`src/sv/csa_ram.sv`:
```
// Generic single-write, single-read RAM with registered read data.
module csa_ram #(
  parameter int Width = 8,
  parameter int Depth = 16
) (
  input  logic                                  clk_i,
  input  logic                                  we_i,
  input  logic [(Depth > 1 ? $clog2(Depth) : 1)-1:0] waddr_i,
  input  logic [Width-1:0]                      wdata_i,
  input  logic                                  re_i,
  input  logic [(Depth > 1 ? $clog2(Depth) : 1)-1:0] raddr_i,
  output logic [Width-1:0]                      rdata_o
);

  logic [Width-1:0] mem_q [Depth];

  // Write port
  always_ff @(posedge clk_i) begin
    if (we_i) begin
      mem_q[waddr_i] <= wdata_i;
    end
  end

  // Registered read, held between reads
  always_ff @(posedge clk_i) begin
    if (re_i) begin
      rdata_o <= mem_q[raddr_i];
    end
  end

endmodule

```
`config.mk`:
```
export PLATFORM = sky130hd
export DESIGN_NAME = csa_ram
export DESIGN_NICKNAME = d
export VERILOG_FILES = /design/src/sv/csa_ram.sv
export SDC_FILE = /design/constraint.sdc
export NUM_CORES = 1
export LEC_CHECK = 0
export ABC_AREA = 1
export BUFFER_PORTS_ARGS = -buffer_cell sky130_fd_sc_hd__buf_2
export CORE_ASPECT_RATIO = 1.5
export CORE_MARGIN = 5
export CORE_UTILIZATION = 54
export DETAILED_ROUTE_END_ITERATION = 6
export PLACE_DENSITY = 0.68
export SLEW_MARGIN = 20
export SYNTH_ARGS = -nofsm -noshare
export SYNTH_HDL_FRONTEND = slang
export SYNTH_SLANG_ARGS = --single-unit
```
`constraint.sdc`:
```
create_clock -name clk_i -period 1.9 [get_ports clk_i]
set_clock_uncertainty 0.15 [all_clocks]
set_input_delay 0.38 -clock clk_i [delete_from_list [all_inputs] [get_ports clk_i]]
set_output_delay 0.38 -clock clk_i [all_outputs]
set_load 0.005 [all_outputs]
```
Word-level counts from Yosys, hierarchy flattened
Memories as Yosys holds them, arrays and structs flattened. A register that Yosys moved wholly into a read port is not among the register bits.
Index checks and enable logic that the tools add are counted.
Widths: inputs -> output; s select.
{"block": "op_classes", "mux": 2}
{"operator": "$mux 1", "n": 2}
{"block": "totals", "register_bits": 0, "out_inout_bits": 8, "ramBits": 128, "n_memories": 1}
{"memory": "mem_q", "depth": 16, "word_bits": 8, "rd": 1, "rd_ports_with_merged_regs": 1, "wr": 1, "line": "15", "source": "logic [Width-1:0] mem_q [Depth];"}

Longest topological paths before layout
Gate-level depths: netlist (run 1).
{"block": "depth", "ltp_word": 2, "mapped_depth": 8, "mapped_depth_nobuf": 7}

Worst setup path after synthesis (run 1)
OpenSTA, ideal clock, no wires.
{"block": "synth_timing", "path_type": "input -> register", "startpoint": "input waddr_i[2] (netlist bit)", "endpoint": "memory mem_q[10][0], enable pin", "path_stages": 2, "t_arrival_ns": 0.961, "required_ns": 1.380, "slack_ns": 0.419, "path_buffers": 0, "path_cell_list": "nand3b_1 -> nor2_1"}
{"item": "start, declared", "line": "8", "source": "input logic [(Depth > 1 ? $clog2(Depth) : 1)-1:0] waddr_i,"}
{"item": "end, declared", "line": "15"}
Straight into the memory's write port.

Worst setup path after layout (run 1)
{"block": "layout_timing", "startpoint": "register rdata_o[0] (read register of mem_q)", "endpoint": "output rdata_o[0]"}
{"item": "start, declared", "line": "12", "source": "output logic [Width-1:0] rdata_o"}
No word-level cell between the ends.

==> out/metrics.yaml, run 1 <==
slew_headroom_pct: 60.4
cap_violations: 0
crit_type: "flop to primary output"
root_buffer: "clkbuf_16"
grt_max_degree: 65
die_area_sq_um: 13100
yosysSeqAreaShare_pct: 69.8
routed_via_density: 5.16
ff_latch_area_sq_um: 4080
first_pass_iters: 4
r2r-start: "mem_q[13][7]"
r2r_slack_ns: 0.58
cp_top_family: "flip-flops"
fin_crit_ns: 1.49
synth_top_family_by_area: "simple AND/OR/NAND/NOR gates"
dp_hpwl_mm: 8.16
worst_slew_pin_slew_ns: 0.594
cts.sinks: 136
die_w_microns: 95.0
yosys_warnings: 0
irDropWorstVdd_v: 0.00100
crit_path_start_kind: "flop"
syn_inst: 551
power.leakage_nw: 2.95
grt_pass1_vias: 3800
synthMuxAreaShare_pct: 0
drive_above_1_share_pct: 12.5
detail_route.iter0.violations: 438
routed_wirelength_mm: 12.9
critPathArrivalTime_ns: 0.96
timing.critical_path.buf_inv: 1
powerDensity_nw_per_um2: 1050
ant_nets: 0
whs_endpoint: "rdata_o[3]"
synth-compound-area-share_pct: 0
synth-seq-cells: 136
rows: 46
pin_count: 27
max_stage_delay_ns: 0.39
crit_required_ns: 1.37
cts_tree: "built"
numCtsBuffers: 17
fill_cells: 847
wl_per_cell_microns: 17.2
hold_class: "primary input to flop"
synth_fa_ha_area_share_pct: 0
cts_resized: 0
period_share_pct: 78.2
synth-simple-area-share_pct: 20.8
io_buffers: 26
cp_slowest_cell: "edfxtp_1"
grt.total_usage_pct: 21.4
ys.flop_type: "edfxtp_1"
routabilityCongestion: 0.859
setup_viol: 0
synthXorXnorAreaFrac_pct: 0
core_area_sq_um: 10600
path_clk_slew_ns: 0.05
clkLatencyLatePin_ns: 0.41
async_flop_share_pct: 0
cts_hold_buf: 0
rsz0062_at_grt: "no"
layout.nets: 613
diodes: 0
synthToLayoutAreaGrowth_pct: 16.0
h-tree-depth: 4
num_vias: 3870
cts_setup_buffers: 0
worstHoldStart: "re_i"
r2r-end: "rdata_o[7]"
cts.path.max_buffers: 2
yosysMostFrequentCell: "nand2_1"
timing.setup.tns_ns: 0
endpoint_kind: "primary output"
ff2ff_path_depth: 6
ys_top_cells_by_count: "nand2_1 (173), edfxtp_1 (136), inv_1 (100), nand3_1 (97), nor2_1 (17)"
synth_top_cell_by_area: "edfxtp_1"
slew_viol_final: 0
multi_input_area_sq_um: 1210
grt_overflow: 0
finalPower_w: 0.00710
synth_nets: 570
synth_cell_type_count: 11
cp_cell_sequence: "buf_2"
synth_edf_count: 136
grt_first_pass_wirelength_mm: 20.3
antenna_found_initial: 0
synth_area_leaders: "edfxtp_1 (70%), nand2_1 (11%), nand3_1 (8.3%)"
avgSynthCellArea_sq_um: 10.6
die_h_microns: 137
drc: 0
yosys.area.top_type_share_pct: 69.8
min_path_cells: 1
worstPathMaxFanout: 1
hold_violations: 0
synth_area_sq_um: 5850
start_util_pct: 55.2
max_freq_ghz: 0.673
status: "completed"
==> per-stage QoR <==
step                instance area [sq um]  util, %  std cells  setup WS (ns)  hold WS, ns
floorplan                            5850        -        551          0.419        0.329
global placement                     6190     58.5        719          0.124        0.569
detailed placement                   6190     58.5        719          0.106        0.581
CTS                                  6790     64.1        750          0.393        0.181
global route                         6790     64.1        750          0.372        0.184
finish                               6790     64.1        750          0.415        0.191
==> flip-flops by register name (all words and copies together) (netlist names) <==
signal and flops:
mem_q 128, rdata_o 8
==> area by class of cell <==
type	count	share of cell area (%)
flip-flops and latches	136	60.2
repair buffers	48	4.91
clock buffers	20	6.44
clock inverters	11	2.29
inverters	102	5.64
well taps	144	2.66
multi-input cells	289	17.9
==> cell families (layout without fill, tap and decap cells) <==
group / count (synthesis) / count (layout)
buffers and inverters: 126 / 181
flip-flops: 136 / 136
AND/OR/NAND/NOR: 289 / 289
==> cells in the final DEF (no fill, tap or decap) <==
master      count
clkinv_1        2
clkinv_2        4
buf_2          26
inv_2           2
nand3_1        97
edfxtp_1      136
clkinvlp_4      1
clkbuf_16      17
clkbuf_1        3
buf_12          3
nor2_1         17
nand2_1       173
bufinv_16       4
nand3b_1        2
buf_4          19
inv_1         100
==> where the power goes <==
group | switching [W] | internal (W) | total (W)
registers | 0.0000185 | 0.00338 | 0.00340
clock network | 0.00112 | 0.00217 | 0.00329
logic | 0.000286 | 0.000124 | 0.000410
total | 0.00142 | 0.00567 | 0.00710
==> per-layer routing <==
metal,track usage (%),vias up,part of all wire [%]
met1,26.8,1804,40
met4,8.27,0,2.6
met2,35.7,173,51
li1,-,1867,-
met3,5.19,26,6.2
met5,0,-,0
==> worst max-delay path by stage <==
stage | start | end | slack [ns] | depth (start not counted)
after floorplan | waddr_i[2] | mem_q[10][0] | 0.42 | 2
after global routing | rdata_o[0] | rdata_o[0] | 0.37 | 1
after CTS | rdata_o[0] | rdata_o[0] | 0.39 | 1
final | rdata_o[0] | rdata_o[0] | 0.41 | 1
after global placement | raddr_i[1] | rdata_o[7] | 0.12 | 6
after detailed placement | raddr_i[1] | rdata_o[7] | 0.11 | 6
Power figures use the tool's default switching activity.
==> run 2: changes to the inputs <==
--- a/config.mk
+++ b/config.mk
@@ -11,7 +11,7 @@
 export CORE_MARGIN = 5
 export CORE_UTILIZATION = 54
 export DETAILED_ROUTE_END_ITERATION = 6
-export PLACE_DENSITY = 0.68
+export PLACE_DENSITY = 0.71
 export SLEW_MARGIN = 20
 export SYNTH_ARGS = -nofsm -noshare
 export SYNTH_HDL_FRONTEND = slang
==> constraint.sdc (replaced) <==
create_clock -name clk_i -period 1.3 [get_ports clk_i]
set_clock_uncertainty 0.15 [all_clocks]
set_input_delay 0.26 -clock clk_i [delete_from_list [all_inputs] [get_ports clk_i]]
set_output_delay 0.26 -clock clk_i [all_outputs]
set_load 0.005 [all_outputs]
==> out/metrics.yaml, run 2 (synthesized netlist as in run 1, its figures left out) <==
max_freq_ghz: 0.740
dp_hpwl_mm: 8.30  # +1.7%
rsz0062_at_grt: "yes"
hold_violations: 0  # unchanged
worstHoldStart: "re_i"
root_buffer: "clkbuf_16"
internal_power_w: 0.00854  # +51%
routed_via_density: 5.18  # +0.40%
hold_class: "primary input to flop"
wl_met2_mm: 7.02  # +6.3%
drc: 0  # unchanged
endpoint_kind: "primary output"
utilization_pct: 66.8  # +2.7 points
met3_length_microns: 772  # -4.1%
grt_pass1_vias: 3938  # +3.6%
powerDensity_nw_per_um2: 1510  # +45%
core_area_sq_um: 10600  # unchanged
layout.nets: 620  # +1.1%
power.leakage_nw: 3.06  # +3.8%
cap_violations: 0  # unchanged
p_seq_share_pct: 46.4  # -1.5 points
routed.top_layer: "met4"
routed_wirelength_mm: 12.9  # about the same
timing.critical_path.buf_inv: 1  # unchanged
grt_max_degree: 34  # -48%
crit_path_start_kind: "flop"
slew_headroom_pct: 72.0  # +12 points
final_common_cell: "nand2_1"
first_pass_iters: 4  # unchanged
combPwrFrac_pct: 6.3  # +0.5 points
drive_above_1_share_pct: 18.2  # +5.7 points
r2r-start: "mem_q[0][0]"
irDropWorstVdd_v: 0.00101  # +0.92%
cp_top_family: "flip-flops"
cts.path.max_buffers: 2  # unchanged
violations: "setup timing"
cp_slowest_cell: "edfxtp_1"
status: "complete, but fails checks"
min_path_cells: 1  # unchanged
fill_cells: 820  # -3.2%
routabilityCongestion: 0.848  # -1.3%
whs_endpoint: "rdata_o[0]"
synthToLayoutAreaGrowth_pct: 21.0
r2r_slack_ns: 0.05  # -0.53 ns
max_stage_delay_ns: 0.39  # about the same
antenna_found_initial: 0  # unchanged
pin_count: 27  # unchanged
critPathArrivalTime_ns: 0.94  # -0.02 ns
dpl_cell_area_sq_um: 6330  # +2.3%
setup_viol: 7  # +7
die_w_microns: 95.0  # unchanged
startpoint: "rdata_o[6]"
period_share_pct: 104
worstPathMaxFanout: 1  # unchanged
die_h_microns: 137  # unchanged
cp_cell_sequence: "buf_2"
grt_first_pass_wirelength_mm: 20.3  # +0.41%
largest_register_ffs: 128  # unchanged
start_util_pct: 55.2  # unchanged
cts_hold_buf: 0  # unchanged
clkLatencyLatePin_ns: 0.40  # about the same
top_register: "mem_q"
diodes: 0  # unchanged
numCtsBuffers: 17  # unchanged
final_cell_mix: "nand2_1 (172), edfxtp_1 (136), inv_1 (100), nand3_1 (76), buf_2 (26)"
rows: 46  # unchanged
r2r-end: "rdata_o[0]"
ant_nets: 0  # unchanged
io_buffers: 26  # unchanged
stdcell_area_sq_um: 7070  # +4.2%
wl_met1_mm: 4.76  # -7.5%
swShare_pct: 20.3  # +0.26 points
cts_tree: "built"
fin_ws_ns: -0.0509  # -0.466 ns
worst_slew_pin_slew_ns: 0.420  # -0.174 ns
fin_crit_ns: 1.35
clock_power_share_pct: 47.4  # +1.1 points
h-tree-depth: 4  # unchanged
switchingPower_w: 0.00218  # +53%
grt_overflow: 0  # unchanged
ff2ff_path_depth: 6  # unchanged
top_regs: "mem_q (128), rdata_o (8)"
num_vias: 3927  # +1.5%
wl_per_cell_microns: 17.0  # -1.0%
path_clk_slew_ns: 0.06  # about the same
cts.sinks: 136  # unchanged
slew_viol_final: 0  # unchanged
crit_required_ns: 0.89  # -0.48 ns
grt.total_usage_pct: 21.5  # +0.075 points
die_area_sq_um: 13100  # unchanged
crit_type: "flop to primary output"
detail_route.iter0.violations: 271  # -38%
[run 2: changes by cell type in the layout (fill, tap and decap cells not counted), sizes merged]
cell	delta
clkbuf	-3
clkinvlp	+2
inv	+1
buf	+7
bufinv	+1
[run 2: timing repair]
action,CTS,global route
buffers inserted,0,0
pin swaps,0,1
endpoints found under the hold margin,0,0
resized for setup,0,22
setup endpoints to repair,8,15
[run 2: per-layer routing]
layer | global-route usage (%) | up-vias
li1 | - | 1880
met1 | 25.5 | 1893
met2 | 37.7 | 130
met3 | 4.10 | 24
met4 | 9.31 | 0
met5 | 0 | -
[run 2: how the worst max path moves through the flow]
stage | endpoint | slack, ns | depth (start not counted)
after global placement | rdata_o[6] | -0.27 | 8
after global routing | rdata_o[6] | -0.08 | 1
after floorplan | mem_q[11][0] | -0.06 | 2
after CTS | rdata_o[6] | -0.08 | 1
final | rdata_o[6] | -0.05 | 1
after detailed placement | rdata_o[0] | -0.28 | 8
[run 2: stage by stage]
stage	hold slack, ns	TNS [ns]	power (W)	setup slack, ns	cells
after global routing	0.0571	-0.500	0.0111	-0.0846	758
after detailed placement	0.477	-13.16	0.00570	-0.276	726
final	0.0710	-0.132	0.0107	-0.0509	758
after CTS	0.0571	-0.268	0.0107	-0.0830	758
after global placement	0.478	-9.46	0.00568	-0.270	726
after floorplan	0.209	-5.20	0.00540	-0.0608	551
[run 2: final cells by class]
class	instances	area, sq um	share of cell area [%]
Sequential cell	136	4080	57.7
Clock buffer	17	425	6.01
Multi-Input combinational cell	289	1330	18.9
Inverter	102	383	5.41
Timing Repair Buffer	55	460	6.51
Tap cell	144	180	2.55
Clock inverter	15	206	2.92
[run 2: power by group through the flow]
stage	combinational [W]	clock (W)	sequential, W
floorplan	0.000349	0	0.00506
global placement	0.000623	0	0.00506
detailed placement	0.000638	0	0.00506
CTS	0.000643	0.00511	0.00497
global route	0.000741	0.00535	0.00497
finish	0.000671	0.00508	0.00497
==> run 3: changes to the inputs <==
--- a/config.mk
+++ b/config.mk
@@ -5,7 +5,6 @@
 export SDC_FILE = /design/constraint.sdc
 export NUM_CORES = 1
 export LEC_CHECK = 0
-export ABC_AREA = 1
 export BUFFER_PORTS_ARGS = -buffer_cell sky130_fd_sc_hd__buf_2
 export CORE_ASPECT_RATIO = 1.5
 export CORE_MARGIN = 5
==> out/metrics.yaml, run 3 <==
first_pass_iters: 4  # unchanged
cts_setup_buffers: 0  # unchanged
routabilityCongestion: 0.751  # -11%
grt_first_pass_wirelength_mm: 16.0  # -21%
avgSynthCellArea_sq_um: 22.8  # +120%
wl_per_cell_microns: 24.0  # +41%
synth_top_cell_by_area: "edfxtp_1"
syn_inst: 229  # -58%
layout.nets: 319  # -49%
grt_overflow: 0  # unchanged
fin_crit_ns: 1.58  # +0.226 ns
io_buffers: 26  # unchanged
dp_hpwl_mm: 7.08  # -15%
drc: 0  # unchanged
routed_via_density: 5.91  # +14%
yosysMostFrequentCell: "edfxtp_1"
period_share_pct: 121  # +17 points
cap_violations: 0  # unchanged
worst_slew_pin_slew_ns: 0.892  # +0.473 ns
dp_slack_ns: -0.692  # -0.416 ns
final_cell_mix: "edfxtp_1 (136), mux4_2 (32), buf_2 (26), buf_12 (18)"
numCtsBuffers: 17  # unchanged
core_area_sq_um: 9580  # -9.5%
fill_cells: 618  # -25%
violations: "setup timing"
fin_ws_ns: -0.277  # -0.226 ns
num_vias: 2522  # -36%
synth_area_leaders: "edfxtp_1 (78%), mux4_2 (7.8%), mux4_1 (7.0%)"
detail_route.iter0.violations: 142  # -48%
grt.total_usage_pct: 19.2  # -2.3 points
cts.path.max_buffers: 2  # unchanged
cts_hold_buf: 0  # unchanged
cp_slowest_cell: "mux4_2"
routed_wirelength_mm: 10.3  # -20%
hold_violations: 0  # unchanged
pin_count: 27  # unchanged
h-tree-depth: 4  # unchanged
yosys.area.top_type_share_pct: 78.1  # +8.3 points
endpoint_kind: "flop"
drive_above_1_share_pct: 45.5  # +27 points
powerDensity_nw_per_um2: 1500  # -0.67%
diodes: 0  # unchanged
dp_cells: 396  # -45%
wl_met1_mm: 3.73  # -21%
met3_length_microns: 484  # -37%
largest_register_ffs: 128  # unchanged
rows: 44  # -4.3%
slew_headroom_pct: 40.3  # -32 points
ys.flop_type: "edfxtp_1"
top_register: "mem_q"
synth_area_sq_um: 5230  # -11%
start_util_pct: 54.6  # -0.64 points
max_stage_delay_ns: 0.49  # +0.10 ns
status: "complete, but fails checks"
power.leakage_nw: 2.17  # -29%
synth-seq-cells: 136  # unchanged
synth_cell_type_count: 18  # +7
synth_edf_count: 136  # unchanged
die_h_microns: 131  # -5.0%
cts_tree: "built"
grt_max_degree: 19  # -44%
cp_cell_sequence: "mux4_2 -> a22oi_2 -> nand2_1"
path_clk_slew_ns: 0.06  # about the same
ant_nets: 0  # unchanged
async_flop_share_pct: 0  # unchanged
yosys_warnings: 0  # unchanged
die_area_sq_um: 11800  # -9.7%
cts.sinks: 136  # unchanged
die_w_microns: 90.3  # -4.9%
clkLatencyLatePin_ns: 0.41  # about the same
irDropWorstVdd_v: 0.00103  # +1.9%
crit_path_start_kind: "flop"
critPathArrivalTime_ns: 1.58  # +0.64 ns
stdcell_count: 427  # -44%
ff_latch_area_sq_um: 4080  # unchanged
slew_viol_final: 0  # unchanged
worstPathMaxFanout: 1  # unchanged
crit_required_ns: 1.30  # +0.41 ns
multi_input_area_sq_um: 1170  # -12%
routed.top_layer: "met4"
ys_top_cells_by_count: "edfxtp_1 (136), mux4_2 (18), a22oi_1 (16), mux4_1 (14), nor2_1 (13)"
root_buffer: "clkbuf_16"
antenna_found_initial: 0  # unchanged
rsz0062_at_grt: "yes"
yosysSeqAreaShare_pct: 78.1  # +8.3 points
final_common_cell: "edfxtp_1"
top_regs: "mem_q (128), rdata_o (8)"
hold_class: "primary input to flop"
synth_nets: 248  # -56%
wl_met2_mm: 5.79  # -17%
synthToLayoutAreaGrowth_pct: 25.6
setup_viol: 15  # +8
max_freq_ghz: 0.634  # -14%
crit_type: "flop to flop"
grt_pass1_vias: 2727  # -31%
-- run 3: cell count changes after synthesis, sizes merged, moves of 16 or more --
cell / delta
a22oi: +16
buf: -17
inv: -102
mux4: +32
nand2: -164
nand3: -96
-- run 3: path summary, 6_finish.rpt --
check         startpoint          end  slack [ns]  cells past startpoint
max          mem_q[2][7]   rdata_o[7]       -0.28                      3
max reg2reg  mem_q[2][7]   rdata_o[7]       -0.28                      3
min reg2reg  mem_q[4][6]   rdata_o[6]        0.60                      3
min           wdata_i[0]  mem_q[7][0]        0.08                      1
-- run 3: critical path, delay by kind of cell (launching register included) --
| kind | cells | cell delay, ns |
|---|---|---|
| DFF | 1 | 0.38 |
| and+or+nand+nor | 1 | 0.10 |
| AOI/OAI and AO/OA | 1 | 0.20 |
| muxes | 1 | 0.49 |
-- run 3: report_power, final --
| group | total (W) | internal (W) | switching [W] | leakage (nW) |
|---|---|---|---|---|
| registers | 0.00497 | 0.00495 | 0.0000276 | 1.24 |
| clock network | 0.00434 | 0.00275 | 0.00159 | 0.260 |
| logic | 0.000567 | 0.000267 | 0.000300 | 0.673 |
| total | 0.00988 | 0.00796 | 0.00192 | 2.17 |
-- run 3: area by class of cell --
type | instances | share of cell area, %
clock buffers | 18 | 6.53
clock inverters | 13 | 1.71
multi-input cells | 83 | 17.8
flip-flops and latches | 136 | 62.2
well taps | 115 | 2.19
repair buffers | 62 | 9.58
-- run 3: routing by layer --
metal	vias to the layer above	GRT usage (%)
met5	-	0
met4	0	7.80
met3	20	5.27
met2	103	35.0
met1	1288	21.4
li1	1111	-
-- run 3: cells by family after synthesis --
group                  Yosys count  share of synthesized area, %
AOI/OAI and AO/OA               16                          2.30
DFF                            136                          78.1
buffers and inverters           10                          1.65
and+or+nand+nor                 35                          3.14
muxes                           32                          14.8
-- run 3: what timing repair did --
| action | in CTS | in global routing |
|---|---|---|
| gates resized for setup | 6 | 4 |
| setup endpoints to repair | 16 | 16 |
| pin swaps | 3 | 3 |
-- run 3: through the flow --
step	util [%]	hold WS, ns	instance area [sq um]	total power [W]	setup TNS, ns
after floorplan	-	0.209	5340	0.00535	-12.80
after global placement	62.5	0.485	5990	0.00560	-37.05
after detailed placement	62.5	0.497	5990	0.00561	-40.05
after CTS	68.4	0.0684	6550	0.00994	-2.40
after global routing	68.6	0.0593	6570	0.0102	-2.74
final	68.6	0.0772	6570	0.00988	-2.05
