**config.mk**
```make
export PLATFORM = sky130hd
export DESIGN_NAME = csa_mul
export DESIGN_NICKNAME = d
export VERILOG_FILES = /design/src/sv/csa_pkg.sv /design/src/sv/csa_mul.sv
export SDC_FILE = /design/constraint.sdc
export NUM_CORES = 1
export LEC_CHECK = 0
export BUFFER_PORTS_ARGS = -buffer_cell sky130_fd_sc_hd__buf_2
export CAP_MARGIN = 20
export CORE_MARGIN = 2
export CORE_UTILIZATION = 37
export CTS_BUF_LIST = sky130_fd_sc_hd__clkbuf_4
export DETAILED_ROUTE_END_ITERATION = 10
export SYNTH_ARGS = -nofsm -noshare
export SYNTH_HDL_FRONTEND = slang
export SYNTH_SLANG_ARGS = --single-unit
```
**constraint.sdc**
```tcl
create_clock -name clk_i -period 7.2 [get_ports clk_i]
set_clock_uncertainty 0.15 [all_clocks]
set_input_delay 0.72 -clock clk_i [delete_from_list [all_inputs] [get_ports clk_i]]
set_output_delay 0.72 -clock clk_i [all_outputs]
set_load 0.03 [all_outputs]
```
**src/sv/csa_pkg.sv**
```systemverilog
// Shared constants, codes and types of the contact-score alignment block.
package csa_pkg;

  // Chain capacities
  localparam int MaxFirst  = 64;
  localparam int MaxSecond = 64;

  localparam int IdxW1 = $clog2(MaxFirst);
  localparam int IdxW2 = $clog2(MaxSecond);
  localparam int CntW1 = $clog2(MaxFirst + 1);
  localparam int CntW2 = $clog2(MaxSecond + 1);

  // Field widths
  localparam int CoordW    = 16;
  localparam int AtomW     = 3 * CoordW;
  localparam int CmdW      = 2;
  localparam int CountW    = 7;
  localparam int LimitW    = 24;
  localparam int CfgIdxW   = 2;
  localparam int CfgDataW  = 24;
  localparam int FieldIdxW = 6;

  // Arithmetic widths
  localparam int ScoreW     = 32;
  localparam int ProdW      = 35;
  localparam int MulAW      = 25;
  localparam int MulBW      = 18;
  localparam int ScoreScale = 1000;
  localparam int RoundHalf  = 32768;
  localparam int FracBits   = 16;

  typedef enum logic [CmdW-1:0] {
    CMD_LOAD_FIRST  = 2'd0,
    CMD_LOAD_SECOND = 2'd1,
    CMD_RUN         = 2'd2
  } cmd_e;

  typedef enum logic [CfgIdxW-1:0] {
    REG_FIRST_COUNT  = 2'd0,
    REG_SECOND_COUNT = 2'd1,
    REG_LIMIT        = 2'd2
  } reg_e;

  // Request to the shared multiplier
  typedef struct packed {
    logic                    en;
    logic signed [MulAW-1:0] a;
    logic signed [MulBW-1:0] b;
  } mul_req_t;

endpackage

```
**src/sv/csa_mul.sv**
```systemverilog
// Shared signed multiplier with registered product.
module csa_mul (
  input  logic                       clk_i,
  input  csa_pkg::mul_req_t          req_i,
  output logic [csa_pkg::ProdW-1:0]  prod_o
);

  logic signed [csa_pkg::MulAW+csa_pkg::MulBW-1:0] product;

  assign product = req_i.a * req_i.b;

  // Register the product for the next step
  always_ff @(posedge clk_i) begin
    if (req_i.en) begin
      prod_o <= product[csa_pkg::ProdW-1:0];
    end
  end

endmodule

```
# [Word level (Yosys, flattened, before mapping)]
# Index checks and enable logic that the tools add are counted.
[totals] ff_bits=35 input_bits=45 out_inout_bits=35
[op_classes] n_mul=1
[op_table] op="multiplier 25 x 18 -> 35 bit" count=1

# [Depth between registers and ports, before layout]
# Gate-level depths: netlist (run 1).
[logic_depth] word_depth=1 mapped_depth=24 ltp_nobuf=22

# [Least setup slack after synthesis (run 1)]
# No wires, ideal clock.
[synth_timing] kind="input port to flip-flop" from="input req_i[9] (netlist name)" to="register prod_o[33] (netlist name), data pin" setup_ps=256 arrival_time_ps=6181 required_ps=6794 setup_slack_ps=613 cell_stages=22 cell_sequence="clkbuf_1 clkbuf_1 nand2_1 fa_1 inv_1 fa_1 inv_1 fa_1 inv_1 fa_1 fa_1 inv_1 fa_1 inv_1 ha_1 a21o_1 a21oi_1 nand2_1 a221oi_4 o21ai_2 a311o_1 o211a_1"
[synth_via] elab_chain_cells=1
[synth_rtl] element="start, declared" line="csa_mul.sv:4" text="input csa_pkg::mul_req_t req_i,"
[synth_rtl] element="multiplier 25 x 18 -> 35 bit" line="csa_mul.sv:10" text="assign product = req_i.a * req_i.b;"
[synth_rtl] element="via product (one bit)" line="csa_mul.sv:8" text="logic signed [csa_pkg::MulAW+csa_pkg::MulBW-1:0] product;"
[synth_rtl] element="end signal, assigned" line="csa_mul.sv:15" text="prod_o <= product[csa_pkg::ProdW-1:0];"
[synth_rtl] element="end, declared" line="csa_mul.sv:5" text="output logic [csa_pkg::ProdW-1:0] prod_o"
# The timed path passes the listed nets, and every way through them passes these cells.
# A chain may end at the register's enable or synchronous reset.

# [Worst setup path after layout (run 1)]
[layout_timing] from="input req_i[25] (netlist name)" to="register prod_o[33] (netlist name), data pin"
# The elaborated chain is that of the path after synthesis.

==> results.sh, run 1 <==
export IMPL_placedCellCount=2177
export IMPL_portBuffers=79
export IMPL_synth_edf_count=35
export IMPL_yosys_warnings=0
export IMPL_largest_reg_flops=35
export IMPL_synthArstFlopShare_pct=0
export IMPL_antenna_found_initial=1
export IMPL_hold_class="in2reg"
export IMPL_synth_cell_types=44
export IMPL_slew_headroom_pct=38.1
export IMPL_grt_pass1_vias=11700
export IMPL_drive_gt1_share_pct=7.30
export IMPL_postCtsSetupRepairBufs=0
export IMPL_ys_ff_latch=35
export IMPL_cp_required_ns=7.22
export IMPL_postCtsResizedCells=0
export IMPL_fp_dieH_um=204
export IMPL_post_dp_cell_area_um2=15800
export IMPL_slowest_delay_ns=0.55
export IMPL_synth_top_cell_area_share_pct=49.4
export IMPL_start_kind="input pin"
export IMPL_wl_per_cell_um=16.3
export IMPL_synth_top_area_cell="fa_1"
export IMPL_fin_crit_sh_pct=93.2
export IMPL_nNetsFinal=2168
export IMPL_cts_sink_count=35
export IMPL_top_regs="prod_o x35"
export IMPL_setup_viol=0
export IMPL_status="finished, final reports clean"
export IMPL_arrival_ns=6.73
export IMPL_ys_flop_type="edfxtp_1"
export IMPL_holdBufCountCts=0
export IMPL_grt_first_pass_wirelength_um=60100
export IMPL_regArea_um2=1050
export IMPL_cts_tree="done"
export IMPL_max_cap_violations=0
export IMPL_holdCritStartpoint="req_i[18]"
export IMPL_holdPathEnd="prod_o[0]"
export IMPL_seq_area_frac_synth_pct=7.09
export IMPL_fmax_ghz=0.149
export IMPL_synth_fp_nets=2121
export IMPL_nFillCells=4070
export IMPL_grt_max_degree=36
export IMPL_grt_total_usage_pct=18.6
export IMPL_gp_congestion=0.872
export IMPL_syn_area_um2=14800
export IMPL_rsz0062_at_grt="no"
export IMPL_multi_input_area_um2=11900
export IMPL_worstSetupPathType="in2reg"
export IMPL_hold_depth=2
export IMPL_cts_buffers=5
export IMPL_num_vias=10400
export IMPL_initialDrtViolationCount=496
export IMPL_htree_levels=2
export IMPL_finalHoldViolCount=0
export IMPL_path_clk_slew_ns=0.12
export IMPL_start_util_pct=37.4
export IMPL_cts_max_path_buffers=2
export IMPL_syn_avg_cell_area_um2=9.20
export IMPL_cts_root_buf="clkbuf_4"
export IMPL_worst_setup_path_end_kind="flop"
export IMPL_whs_ns=0.731
export IMPL_worst_path_max_fanout=18
export IMPL_worstPathCellList="buf_2, nand2_1, fa_1, inv_1, fa_1, inv_1, fa_1, inv_1, fa_1, fa_1, inv_1, fa_1, inv_1, ha_1, a21o_1, a21oi_1, nand2_1, a221oi_4, o21ai_2, a311o_1, o211a_1"
export IMPL_rows=73
export IMPL_largest_register="prod_o"
export IMPL_tightest_slew_ns=0.928
export IMPL_critPathBufInv=6
export IMPL_firstDrtPassIters=5
export IMPL_netlist_instances=1612
export IMPL_slew_viol_final=0
export IMPL_io_pins=80
export IMPL_ys_top_cells_by_area="fa_1 49%, inv_1 11%, ha_1 8.3%, and2_1 7.6%, edfxtp_1 7.1%"
export IMPL_dpl_hpwl_um=30400
export IMPL_viasPerCell=4.75
export IMPL_route_detailed_drc=0
export IMPL_stdcell_area_um2=15900
export IMPL_core_area_um2=39600
export IMPL_period_needed_ns=6.71
export IMPL_slowest_stage="fa_1"
export IMPL_grt_ovfl_total=0
export IMPL_area_delta_synth_final_pct=7.09
export IMPL_path_delay_family="adder cells"
export IMPL_die_area_um2=41700
export IMPL_fin_cells=2184
export IMPL_dieWidth_um=204
export IMPL_wl_um=35600
export IMPL_crit_top_cell="fa_1"
export IMPL_drtAntennaViolNets=0
routing by layer:
metal,vias up,part of all wire [%],global-route usage (%)
met5,-,0,0
met4,0,3.1,6.44
met3,55,3.9,1.77
met2,239,52,33.5
met1,5379,41,23.1
li1,4705,-,-
how the worst max path moves through the flow:
stage | end | depth (start not counted) | slack (ns) | startpoint
after floorplan | prod_o[33] | 22 | 0.61 | req_i[9]
after global placement | prod_o[34] | 21 | 0.08 | req_i[25]
after detailed placement | prod_o[34] | 19 | -0.001 | req_i[3]
after CTS | prod_o[34] | 21 | 0.45 | req_i[25]
after global routing | prod_o[34] | 19 | 0.19 | req_i[3]
final | prod_o[33] | 21 | 0.49 | req_i[25]
cells in the final DEF, fill, tap and decap left out, types with 4 or more instances in the layout:
master / synthesis / final
o21a_1: 6 / 6
buf_4: 0 / 26
nor2_1: 31 / 31
ha_1: 98 / 98
nand3_1: 5 / 5
fa_1: 366 / 366
and2_1: 181 / 181
xnor2_1: 35 / 35
nand2_1: 231 / 231
a21oi_1: 24 / 24
inv_1: 444 / 444
o21bai_1: 4 / 4
buf_2: 0 / 79
xor2_1: 9 / 9
a21o_1: 12 / 12
edfxtp_1: 35 / 35
o21ai_0: 12 / 12
clkbuf_4: 0 / 6
nand2b_1: 10 / 10
cell families after synthesis:
group                    share of synthesized area, %
AND/OR/NAND/NOR                                  15.5
adder cells (fa/ha/maj)                          57.7
multiplexers                                   0.0760
XOR/XNOR                                         2.60
flip-flops                                       7.09
AO/OA/AOI/OAI                                    4.15
buffers and inverters                            12.9
stage by stage:
step | setup TNS [ns] | worst slack, ns | util (%)
after floorplan | 0 | 0.613 | -
final | 0 | 0.491 | 40.0
after global routing | 0 | 0.195 | 40.0
after CTS | 0 | 0.452 | 40.0
after global placement | 0 | 0.0762 | 39.9
after detailed placement | -0.00122 | -0.00122 | 39.9
synth_stat cells (2+ instances only):
master,number
nor2b_1,2
nand2b_1,10
and3_1,2
o21bai_1,4
a311o_1,2
o211a_1,2
nor3_1,3
a31oi_1,2
a21oi_1,24
nand3_1,5
inv_1,444
o211ai_1,3
and2_1,181
o21a_1,6
nand3b_1,2
nand2_1,231
a21o_1,12
o21ai_2,3
fa_1,366
a211oi_1,3
xor2_1,9
ha_1,98
edfxtp_1,35
nor2_1,31
nand4_1,3
o21ai_0,12
clkbuf_1,65
o31a_1,2
xnor2_1,35
layout make-up:
type	count	area share (%)
Timing Repair Buffer	105	3.72
Inverter	444	10.5
Clock buffer	6	0.284
Tap cell	525	4.14
Antenna cell	1	0.0158
Sequential cell	35	6.62
Multi-Input combinational cell	1068	74.7
Power of run 1 is not shown: default switching activity piles up to over one toggle a cycle in this logic, so the estimate is an artifact.
==> run 2: changes to the inputs <==
- ABC_AREA: default -> 1
==> results.sh, run 2 <==
export IMPL_status="finished, final reports clean"
export IMPL_io_pins=80
export IMPL_hold_depth=3
export IMPL_synth_top_area_cell="fa_1"
export IMPL_grt_pass1_vias=13400
export IMPL_period_needed_ns=6.17
export IMPL_crit_top_cell="fa_1"
export IMPL_worst_setup_path_end_kind="flop"
export IMPL_tns_ns=0
export IMPL_synth_edf_count=35
export IMPL_core_area_um2=41900
export IMPL_ys_top_cells_by_count="676 x inv_1, 535 x nand2_1, 366 x fa_1"
export IMPL_antenna_found_initial=3
export IMPL_max_cap_violations=0
export IMPL_nNetsFinal=2512
export IMPL_portBuffers=79
export IMPL_cts_buffers=5
export IMPL_hold_class="in2reg"
export IMPL_synth_most_common_cell="inv_1"
export IMPL_syn_avg_cell_area_um2=7.83
export IMPL_final_common_cell="inv_1"
export IMPL_drive_gt1_share_pct=6.24
export IMPL_worstPathCellList="buf_2, nand2_1, inv_1, fa_1, inv_1, fa_1, fa_1, inv_1, fa_1, fa_1, inv_1, fa_1, inv_1, ha_1, a21oi_1, o21bai_1, a21oi_1, o21ai_0, a21oi_1, nand2_1, nand2_1, nand2_1"
export IMPL_dieWidth_um=210
export IMPL_ys_top_cells_by_area="fa_1 47%, inv_1 16%, nand2_1 13%, ha_1 7.8%, edfxtp_1 6.7%"
export IMPL_grt_total_usage_pct=19.9
export IMPL_path_delay_family="adder cells"
export IMPL_area_delta_synth_final_pct=5.11
export IMPL_cts_tree="done"
export IMPL_yosys_warnings=0
export IMPL_firstDrtPassIters=5
export IMPL_seq_area_frac_synth_pct=6.69
export IMPL_synth_mux_area_share_pct=0
export IMPL_multi_input_area_um2=11800
export IMPL_start_kind="input pin"
export IMPL_holdPathEnd="prod_o[0]"
export IMPL_cp_required_ns=7.17
export IMPL_ys_flop_type="edfxtp_1"
export IMPL_slew_headroom_pct=38.9
export IMPL_rows=75
export IMPL_synth_fp_nets=2514
export IMPL_drtAntennaViolNets=0
export IMPL_postCtsSetupRepairBufs=0
export IMPL_arrival_ns=6.14
export IMPL_holdCritStartpoint="req_i[18]"
export IMPL_slowest_delay_ns=0.52
export IMPL_dpl_hpwl_um=33500
export IMPL_slew_viol_final=0
export IMPL_syn_area_um2=15700
export IMPL_tightest_slew_ns=0.917
export IMPL_synth_top_family_by_area="adder cells"
export IMPL_final_cell_mix="676 x inv_1, 535 x nand2_1, 366 x fa_1"
export IMPL_finalHoldViolCount=0
export IMPL_nFillCells=4369
export IMPL_setup_viol=0
export IMPL_viasPerCell=4.68
export IMPL_route_detailed_drc=0
export IMPL_grt_ovfl_total=0
export IMPL_synth_compound_area_share_pct=2.37
export IMPL_postCtsResizedCells=0
export IMPL_htree_levels=2
export IMPL_num_vias=11900
export IMPL_worstSetupPathType="in2reg"
export IMPL_gp_congestion=0.854
export IMPL_worst_path_max_fanout=25
export IMPL_slowest_stage="fa_1"
export IMPL_wl_um=40800
export IMPL_grt_first_pass_wirelength_um=68700
export IMPL_synthSimpleGateAreaFrac_pct=16.7
export IMPL_path_clk_slew_ns=0.11
export IMPL_synth_cell_types=39
export IMPL_cts_max_path_buffers=2
export IMPL_regArea_um2=1050
export IMPL_synth_xor_xnor_area_share_pct=1.28
export IMPL_fp_dieH_um=210
export IMPL_rsz0062_at_grt="no"
export IMPL_die_area_um2=44100
export IMPL_largest_reg_flops=35
export IMPL_netlist_instances=2005
export IMPL_synth_top_cell_area_share_pct=46.7
export IMPL_start_util_pct=37.4
export IMPL_synthAdderAreaFrac_pct=54.5
export IMPL_cts_sink_count=35
export IMPL_grt_max_degree=36
export IMPL_critPathBufInv=6
export IMPL_largest_register="prod_o"
export IMPL_fmax_ghz=0.162
export IMPL_holdBufCountCts=0
export IMPL_fin_crit_sh_pct=85.7
export IMPL_cts_root_buf="clkbuf_4"
export IMPL_top_regs="prod_o x35"
export IMPL_initialDrtViolationCount=545
export IMPL_synthArstFlopShare_pct=0
export IMPL_ys_ff_latch=35
export IMPL_wl_per_cell_um=16.0
## run 2: cell families (layout without fill, tap and decap cells)
kind of cell | Yosys count | after routing
buf+inv | 770 | 769
fa+ha+maj | 464 | 464
xor+xnor | 23 | 23
other cells | 0 | 2
compound gates | 59 | 59
flops | 35 | 35
simple gates | 654 | 654
## run 2: how the worst max path moves through the flow
stage,slack [ns],end,from,cells past startpoint
global placement,0.46,prod_o[27],req_i[4],19
CTS,0.98,prod_o[27],req_i[4],19
detailed placement,0.60,prod_o[27],req_i[4],19
finish,1.03,prod_o[33],req_i[4],22
floorplan,1.20,prod_o[23],req_i[25],22
global route,0.66,prod_o[34],req_i[4],23
## run 2: area by class of cell
cell class	count	share of cell area, %
Multi-Input combinational cell	1200	71.2
Inverter	679	15.4
Sequential cell	35	6.37
Tap cell	539	4.08
Timing Repair Buffer	82	2.53
Clock buffer	7	0.318
Clock inverter	1	0.0303
Antenna cell	2	0.0303
## run 2: stage by stage
stage,setup slack (ns),cell area (um2),hold slack (ns),instances,util (%)
after floorplan,1.20,15700,0.682,2005,-
after global placement,0.460,16400,1.05,2535,39.2
after detailed placement,0.601,16400,1.05,2535,39.2
after CTS,0.982,16500,0.738,2543,39.3
after global routing,0.659,16500,0.734,2545,39.4
final,1.03,16500,0.755,2545,39.4
## run 2: metal layers
metal  part of all wire (%)  wire length, um  global-route usage, %
met1                     41            16500                   24.6
met3                    4.4             1810                   1.59
met5                  0.032               13                      0
met4                    2.9             1190                   6.02
met2                     52            21200                   36.9
## run 2: tightest hold or removal path: cells and delay by family
kind          cells  cell delay (ns)
buf+inv           2             0.28
simple gates      1             0.10
Power of run 2 is left out for the same reason.
==> run 3: changes to the inputs <==
- CAP_MARGIN: 20 -> default
- CORE_UTILIZATION: 37 -> 50
- PLACE_DENSITY: default -> 0.67
- RECOVER_POWER: default -> 25
==> results.sh, run 3 (synthesis results as in run 2) <==
export IMPL_status="complete, but fails checks"
export IMPL_violations="capacitance limit, slew limit"
export IMPL_fin_cells=2399
export IMPL_rows=64
export IMPL_rsz0062_at_grt="no"
export IMPL_cp_required_ns=7.15
export IMPL_start_util_pct=51.1
export IMPL_start_kind="input pin"
export IMPL_largest_reg_flops=35
export IMPL_cts_tree="done"
export IMPL_worst_setup_path_end_kind="flop"
export IMPL_holdBufCountCts=0
export IMPL_regArea_um2=1050
export IMPL_initialDrtViolationCount=728
export IMPL_final_cell_mix="676 x inv_1, 535 x nand2_1, 366 x fa_1"
export IMPL_drtAntennaViolNets=0
export IMPL_fmax_ghz=0.154
export IMPL_dieWidth_um=181
export IMPL_dpl_hpwl_um=31400
export IMPL_worstPathCellList="clkbuf_1, nand2_1, inv_1, fa_1, fa_1, inv_1, fa_1, fa_1, inv_1, fa_1, inv_1, fa_1, inv_1, ha_1, nand2_1, nor2_1, nand3_1, nand2_1, nand2_1, o211ai_1, nand2_1"
export IMPL_finalHoldViolCount=0
export IMPL_grt_ovfl_total=0
export IMPL_io_pins=80
export IMPL_grt_total_usage_pct=25.3
export IMPL_nFillCells=3044
export IMPL_cts_max_path_buffers=2
export IMPL_die_area_um2=32800
export IMPL_placedCellCount=2390
export IMPL_grt_max_degree=36
export IMPL_cts_sink_count=35
export IMPL_core_area_um2=30700
export IMPL_post_dp_cell_area_um2=16300
export IMPL_wl_per_cell_um=15.9
export IMPL_num_vias=12000
export IMPL_fp_dieH_um=181
export IMPL_portBuffers=79
export IMPL_drive_gt1_share_pct=5.95
export IMPL_firstDrtPassIters=5
export IMPL_setup_viol=0
export IMPL_grt_first_pass_wirelength_um=65900
export IMPL_crit_top_cell="fa_1"
export IMPL_slowest_stage="clkbuf_1"
export IMPL_fin_crit_sh_pct=90.2
export IMPL_nNetsFinal=2510
export IMPL_area_delta_synth_final_pct=3.79
export IMPL_utilization_pct=53.0
export IMPL_antenna_found_initial=2
export IMPL_route_detailed_drc=0
export IMPL_slew_viol_final=36
export IMPL_cts_root_buf="clkbuf_4"
export IMPL_max_cap_violations=1
export IMPL_slowest_delay_ns=0.90
export IMPL_path_depth=21
export IMPL_postCtsSetupRepairBufs=0
export IMPL_worst_path_max_fanout=25
export IMPL_stdcell_area_um2=16300
export IMPL_slew_headroom_pct=-31.3
export IMPL_period_needed_ns=6.49
export IMPL_path_clk_slew_ns=0.11
export IMPL_hold_depth=3
export IMPL_tightest_slew_ns=1.97
export IMPL_postCtsResizedCells=0
export IMPL_multi_input_area_um2=11800
export IMPL_viasPerCell=4.98
export IMPL_hold_class="in2reg"
export IMPL_path_delay_family="adder cells"
export IMPL_htree_levels=2
export IMPL_critPathBufInv=6
export IMPL_worstSetupPathType="in2reg"
export IMPL_cts_buffers=5
export IMPL_wl_um=38200
export IMPL_grt_pass1_vias=13300
export IMPL_final_common_cell="inv_1"
export IMPL_largest_register="prod_o"
export IMPL_tns_ns=0
export IMPL_arrival_ns=6.45
export IMPL_gp_congestion=0.888
export IMPL_top_regs="prod_o x35"
-- run 3: cell count changes in the layout (fill, tap and decap cells not counted) --
cell,before,now
buf_2,79,77
buf_4,3,1
clkbuf_1,0,2
clkbuf_4,7,5
clkinv_1,2,3
-- run 3: final cells by class --
type | count | area share, %
Multi-Input combinational cell | 1200 | 72.1
Inverter | 679 | 15.6
Sequential cell | 35 | 6.45
Tap cell | 396 | 3.04
Timing Repair Buffer | 80 | 2.46
Clock buffer | 5 | 0.230
Clock inverter | 2 | 0.0537
Antenna cell | 2 | 0.0307
-- run 3: final timing paths --
check | end | slack [ns] | startpoint
max | prod_o[28] | 0.71 | req_i[0]
min | prod_o[0] | 0.77 | req_i[18]
-- run 3: layer usage --
layer	global-route usage, %	vias to the layer above	part of all wire (%)
met5	0	-	0
met4	8.16	0	3.1
met3	2.16	73	4.3
met2	47.0	339	53
met1	31.0	6036	40
li1	-	5510	-
-- run 3: through the flow --
step           setup WS (ns)  hold WS, ns
2_1_floorplan           1.20        0.682
3_3_place_gp           0.554         1.05
3_5_place_dp           0.553         1.05
4_1_cts                0.915        0.753
5_1_grt                0.389        0.773
6_report               0.708        0.769
-- run 3: tightest hold or removal path, delay by kind of cell --
family,cells,cell delay (ns)
buffers and inverters,2,0.27
AND/OR/NAND/NOR,1,0.11
Power of run 3 is left out for the same reason.
